$ cat src/hw/rtl/icdf_pkg.sv
// Shared constants and types for the inverse-CDF sampler.
// No dependencies; used by icdf_datapath, icdf_ctrl and inverse_cdf_sampler_unit.
package icdf_pkg;

  localparam int MAX_BINS = 1024;
  localparam int IDX_W    = $clog2(MAX_BINS);
  localparam int CNT_W    = IDX_W + 1;
  localparam int WGT_W    = 16;
  localparam int U_W      = 16;
  localparam int SUM_W    = WGT_W + IDX_W;
  localparam int PROD_W   = SUM_W + U_W;
  localparam int BIN_W    = 10;

  localparam logic [1:0] CMD_CLEAR  = 2'd0;
  localparam logic [1:0] CMD_APPEND = 2'd1;
  localparam logic [1:0] CMD_QUERY  = 2'd2;

  // controller -> datapath
  typedef struct packed {
    logic clear;
    logic append;
    logic load;
    logic issue;
    logic step;
    logic out_load;
  } icdf_cmd_t;

  // datapath -> controller
  typedef struct packed {
    logic empty;
    logic lo_eq_hi;
    logic step_done;
  } icdf_status_t;

endpackage

$ cat src/hw/rtl/icdf_ctrl.sv
// Controller: command decode and bisection sequencing, output valid.
// Depends on icdf_pkg; drives icdf_datapath.
module icdf_ctrl (
  input  logic                   clk,
  input  logic                   rst,
  input  logic                   in_valid,
  output logic                   in_ready,
  input  logic [1:0]             cmd,
  output logic                   out_valid,
  input  logic                   out_ready,
  input  icdf_pkg::icdf_status_t st,
  output icdf_pkg::icdf_cmd_t    ctl
);

  typedef enum logic [1:0] {S_IDLE, S_PROBE, S_CMP, S_RESULT} state_t;

  state_t state;
  logic   out_free;

  assign in_ready = (state == S_IDLE);
  assign out_free = !out_valid || out_ready;

  always_comb begin
    ctl = '0;
    unique case (state)
      S_IDLE: begin
        if (in_valid) begin
          ctl.clear  = (cmd == icdf_pkg::CMD_CLEAR);
          ctl.append = (cmd == icdf_pkg::CMD_APPEND);
          ctl.load   = (cmd == icdf_pkg::CMD_QUERY);
        end
      end
      S_PROBE:  ctl.issue = !st.lo_eq_hi;
      S_CMP:    ctl.step = 1'b1;
      S_RESULT: ctl.out_load = out_free;
      default:  ctl = '0;
    endcase
  end

  always_ff @(posedge clk) begin
    if (rst) begin
      state     <= S_IDLE;
      out_valid <= 1'b0;
    end else begin
      // a new result beat takes priority over the one leaving
      if (state == S_RESULT && out_free) begin
        out_valid <= 1'b1;
      end else if (out_ready) begin
        out_valid <= 1'b0;
      end
      unique case (state)
        S_IDLE: begin
          if (in_valid && cmd == icdf_pkg::CMD_QUERY) begin
            state <= st.empty ? S_RESULT : S_PROBE;
          end
        end
        S_PROBE: state <= st.lo_eq_hi ? S_RESULT : S_CMP;
        S_CMP: begin
          if (st.step_done) begin
            state <= S_RESULT;
          end
        end
        S_RESULT: begin
          if (out_free) begin
            state <= S_IDLE;
          end
        end
        default: state <= S_IDLE;
      endcase
    end
  end

endmodule
$ cat config.mk
export PLATFORM = sky130hd
export DESIGN_NAME = icdf_ctrl
export DESIGN_NICKNAME = d
export VERILOG_FILES = /design/src/hw/rtl/icdf_pkg.sv /design/src/hw/rtl/icdf_ctrl.sv
export SDC_FILE = /design/constraint.sdc
export NUM_CORES = 1
export LEC_CHECK = 0
export ABC_AREA = 1
export BUFFER_PORTS_ARGS = -buffer_cell sky130_fd_sc_hd__buf_2
export CAP_MARGIN = 5
export CORE_AREA = 4 4 41 43
export DETAILED_ROUTE_END_ITERATION = 8
export DIE_AREA = 0 0 45 47
export PLACE_DENSITY = 0.48
export SETUP_SLACK_MARGIN = 0.2
export SKIP_LAST_GASP = 1
export SLEW_MARGIN = 20
export SYNTH_ARGS = -nofsm -noshare
export SYNTH_HDL_FRONTEND = slang
export SYNTH_SLANG_ARGS = --single-unit
$ cat constraint.sdc
create_clock -name clk -period 1.45 [get_ports clk]
set_input_delay 0.2175 -clock clk [delete_from_list [all_inputs] [get_ports clk]]
set_output_delay 0.2175 -clock clk [all_outputs]
set_load 0.1 [all_outputs]
**Word-level counts from Yosys, hierarchy flattened**

Cells that the tools add are included.

- Muxes and demuxes: 13
- Equal/unequal tests: 8
- Reduce and logical (&&, ||, !) cells: 9

Operators with widths:

| kind | number |
|---|---|
| 2-bit 2-to-1 mux | 4 |
| 2-bit case mux with 4 select lines | 1 |
| 2-bit equality test, second input constant | 3 |
| 1-bit 2-to-1 mux | 6 |
| 3-bit 2-to-1 mux | 2 |
| 2-bit by 1-bit equality test with 1-bit output, second input constant | 2 |
| 2-bit logical NOT | 2 |
| 2-bit inequality test, second input constant | 2 |
| 3-bit AND reduction | 1 |
| 1-bit logical AND | 2 |
| 1-bit logical NOT | 2 |
| 2-bit by 1-bit inequality test with 1-bit output, second input constant | 1 |
| 2-bit nonzero test | 1 |
| 1-bit logical OR | 1 |

- Input bits: 9
- Output and inout port bits: 8
- Word-level logic and storage cells: 32
- Bits in registers: 3

**Longest topological paths before layout**

- Depth after elaboration: 4
- Gate-level depth with buffers: 9

**Least setup slack after synthesis**

No wires, ideal clock.

- Path type: reg2out
- From: register state[0]
- To: output port ctl[4] in the netlist's numbering
- Data required time: 1233 ps
- Arrival time: 4339 ps
- Stages on the path, launching flop included: 5
- Path slack: -3107 ps
- Path buffers: 0
- Cells stage by stage: dfxtp_1 -> inv_1 -> ha_1 -> inv_2 -> nor4_1

RTL lines:

| item | line | source |
|---|---|---|
| from (decl) | icdf_ctrl.sv:17 | `state_t state;` |
| from (signal assigned) | icdf_ctrl.sv:54 | `state <= st.empty ? S_RESULT : S_PROBE;` |
| from (signal assigned) | icdf_ctrl.sv:57 | `S_PROBE: state <= st.lo_eq_hi ? S_RESULT : S_CMP;` |
| to (decl) | icdf_ctrl.sv:12 | `output icdf_pkg::icdf_cmd_t ctl` |

==> results.py <==
metrics = {
    "outcome": {
        "status": "complete, but fails checks",
        "violations": "setup timing",
    },
    "drt": {
        "vias": 377,
        "drtIter0Drc": 4,
        "drcViolationCount": 0,
        "wl_per_cell_um": 10.7,
        "via_per_inst": 4.19,
        "final_antenna_net_count": 0,
        "dr.pass1.iters": 2,
        "totalWireLength_um": 960,
    },
    "critical_path": {
        "r2r_cells": 11,
        "cp_top_family": "buffers and inverters",
        "critPathLaunchType": "flip-flop",
        "crit_required_ns": 1.23,
        "critical_path_class": "flip-flop to output port",
        "cp.arrival_ns": 1.31,
        "max_stage_delay_ns": 0.32,
        "critical_path_buf_inv_count": 3,
        "worstPathMaxFanout": 4,
        "r2r_end": "state[0]$_SDFFE_PP0P_",
        "end_kind": "output port",
        "reg2reg_slack_ns": 0.04,
        "crit_chain": "inv_2 -> ha_4 -> inv_6 -> nor4_4 -> buf_12",
        "critical-path-slowest-cell": "dfxtp_2",
        "r2r-start": "state[0]$_SDFFE_PP0P_",
        "cp.depth": 5,
    },
    "pwr": {
        "powerDensity_nw_per_um2": 2240,
        "power.total_mw": 1.64,
        "vdd_drop_max_mv": 1.90,
        "p_leak_nw": 0.329,
    },
    "min_path": {
        "min-delay-start": "rst",
        "min_path_cells": 2,
        "holdPathEnd": "out_valid$_SDFFE_PP0P_",
        "hp-class": "primary input to flip-flop",
    },
    "global_route": {
        "antenna_found_initial": 0,
        "grt_pass1_wl_um": 1470,
        "grt_max_degree": 5,
        "track_usage_pct": 10.6,
        "grt_pass1_vias": 354,
        "grt-ovfl-total": 0,
    },
    "sta": {
        "rsz0062_at_grt": "true",
        "finalSetupViolations": 5,
        "period_minus_slack_ns": 1.53,
        "final.period_utilization_pct": 105,
        "tightest_slew_ns": 0.261,
        "fmax_mhz": 655,
        "max_slew_margin_pct": 82.5,
        "fin_ws_ns": -0.0779,
        "finalMaxSlewViolations": 0,
        "hold_viol": 0,
        "fin_worst_skew_ns": 0.000321,
    },
    "floorplanning": {
        "core_area_um2": 1300,
        "die_area_um2": 2120,
        "die_height_um": 47,
        "io_pins": 17,
        "num_rows": 13,
        "start_util_pct": 21.7,
        "die_w_um": 45,
    },
    "placed_design": {
        "portBuffers": 16,
        "post-place-cells": 77,
        "pre_cts_slack_ns": 0.0796,
        "gp_congestion": 0.736,
        "hpwlAfterDp_um": 659,
    },
    "cells_and_area": {
        "final_layout_size_suffix_gt1_share_pct": 76.0,
        "final_cells": 90,
        "nets": 89,
        "fillers": 123,
        "syn_to_final_growth_pct": 159,
        "ff_latch_area_um2": 66.3,
        "diodes": 0,
        "multi_input_area_um2": 283,
    },
    "logic_synthesis": {
        "syn_area_per_cell_um2": 6.43,
        "yosysWarnings": 0,
        "ys_seq_area_share_pct": 21.2,
        "synth_seq_cells": 3,
        "synth_area_um2": 283,
        "synthCells": 44,
        "syn_nets": 57,
        "synthDistinctLibCells": 14,
    },
    "clock_network": {
        "clkLatencyLatePin_ns": 0.23,
        "ctsLongestPathBuffers": 2,
        "cts_root_buffer": "clkbuf_4",
        "numClockSinks": 3,
        "htree_num_levels": 1,
        "clkTransAtPathRegs_ns": 0.04,
        "cts_tree": "yes",
        "numCtsBuffers": 3,
    },
    "run": {
        "maxCapViolCount": 0,
    },
}
==> state kept, by name (all words and copies together), names as in the netlist <==
name	cells
state	2
out_valid	1
==> cell type report <==
class	instances	share of cell area, %
clock buffer	4	3.59
tap	15	2.56
timing repair buffer	27	39.5
sequential	3	9.06
multi-input combinational	30	38.6
inverter	11	6.67
==> per-stage QoR <==
stage / hold slack (ns) / area, µm² / setup TNS (ns) / util, %
finish: 0.144 / 732 / -0.221 / 56.3
global route: 0.149 / 732 / -0.550 / 56.3
global placement: 0.383 / 579 / 0 / 44.5
CTS: 0.142 / 659 / -0.162 / 50.7
detailed placement: 0.390 / 579 / 0 / 44.5
floorplan: 0.279 / 360 / -2.19 / -
==> cell usage after synthesis (all sizes together) <==
| cell type | instances | area (µm²) |
|---|---|---|
| nand3 | 3 | 25.0 |
| nand2 | 12 | 50.1 |
| nor2 | 5 | 23.8 |
| nor3 | 1 | 5.00 |
| inv | 11 | 41.3 |
| dfxtp | 3 | 60.1 |
| nor4 | 2 | 12.5 |
| a21oi | 2 | 10.0 |
| o21ai | 1 | 5.00 |
| ha | 4 | 50.1 |
==> report_power, final <==
group | internal, mW | switching (mW)
clock network | 0.103 | 0.0453
registers | 0.118 | 0.0276
logic | 0.584 | 0.763
total | 0.806 | 0.835
==> cells by family (layout without fill, tap and decap cells) <==
logic type / count (synthesis) / count (layout) / share of synthesized area, %
AO/OA/AOI/OAI: 3 / 3 / 5.31
buffers and inverters: 11 / 42 / 14.6
adder cells (fa/ha/maj): 4 / 4 / 17.7
AND/OR/NAND/NOR: 23 / 23 / 41.1
flip-flops: 3 / 3 / 21.2
==> layout by cell type, fill, tap and decap left out <==
cell,synthesis,final
buf_6,0,5
inv_1,8,4
clkbuf_4,0,3
buf_12,0,7
buf_4,0,7
nand3_1,1,1
nor3_1,1,1
dfxtp_4,0,1
nor4_4,0,2
ha_2,0,1
inv_2,3,5
nand2_1,10,9
dfxtp_2,0,2
o21ai_0,1,1
nor2_4,0,2
nand3_2,2,2
nor2_2,2,3
inv_4,0,1
inv_6,0,1
a21oi_1,2,1
ha_4,0,3
buf_2,0,8
a21oi_4,0,1
clkbuf_1,0,1
nand2_2,2,3
==> worst max-delay path by stage <==
stage,from,endpoint,slack (ns)
detailed placement,state[0]$_SDFFE_PP0P_,ctl[4],0.08
floorplan,state[1]$_SDFFE_PP0P_,ctl[4],-0.73
global placement,state[0]$_SDFFE_PP0P_,ctl[4],0.10
global route,state[1]$_SDFFE_PP0P_,ctl[5],-0.16
finish,state[1]$_SDFFE_PP0P_,ctl[5],-0.08
CTS,state[0]$_SDFFE_PP0P_,ctl[5],-0.09
==> repair_timing <==
action                     CTS  global route
pin swaps                    2             6
setup endpoints to repair    8             9
resized for setup            6            11
hold buffers                 0             0
setup buffers                4             5
==> layer usage <==
metal / wire length, µm / vias to the layer above / GRT usage, %
met5: 0 / - / 0
met4: 31 / 0 / 10.5
met3: 50 / 4 / 3.45
met2: 544 / 11 / 17.8
met1: 334 / 165 / 10.2
li1: - / 197 / -
No activity file was read; power rests on OpenSTA's default activity.
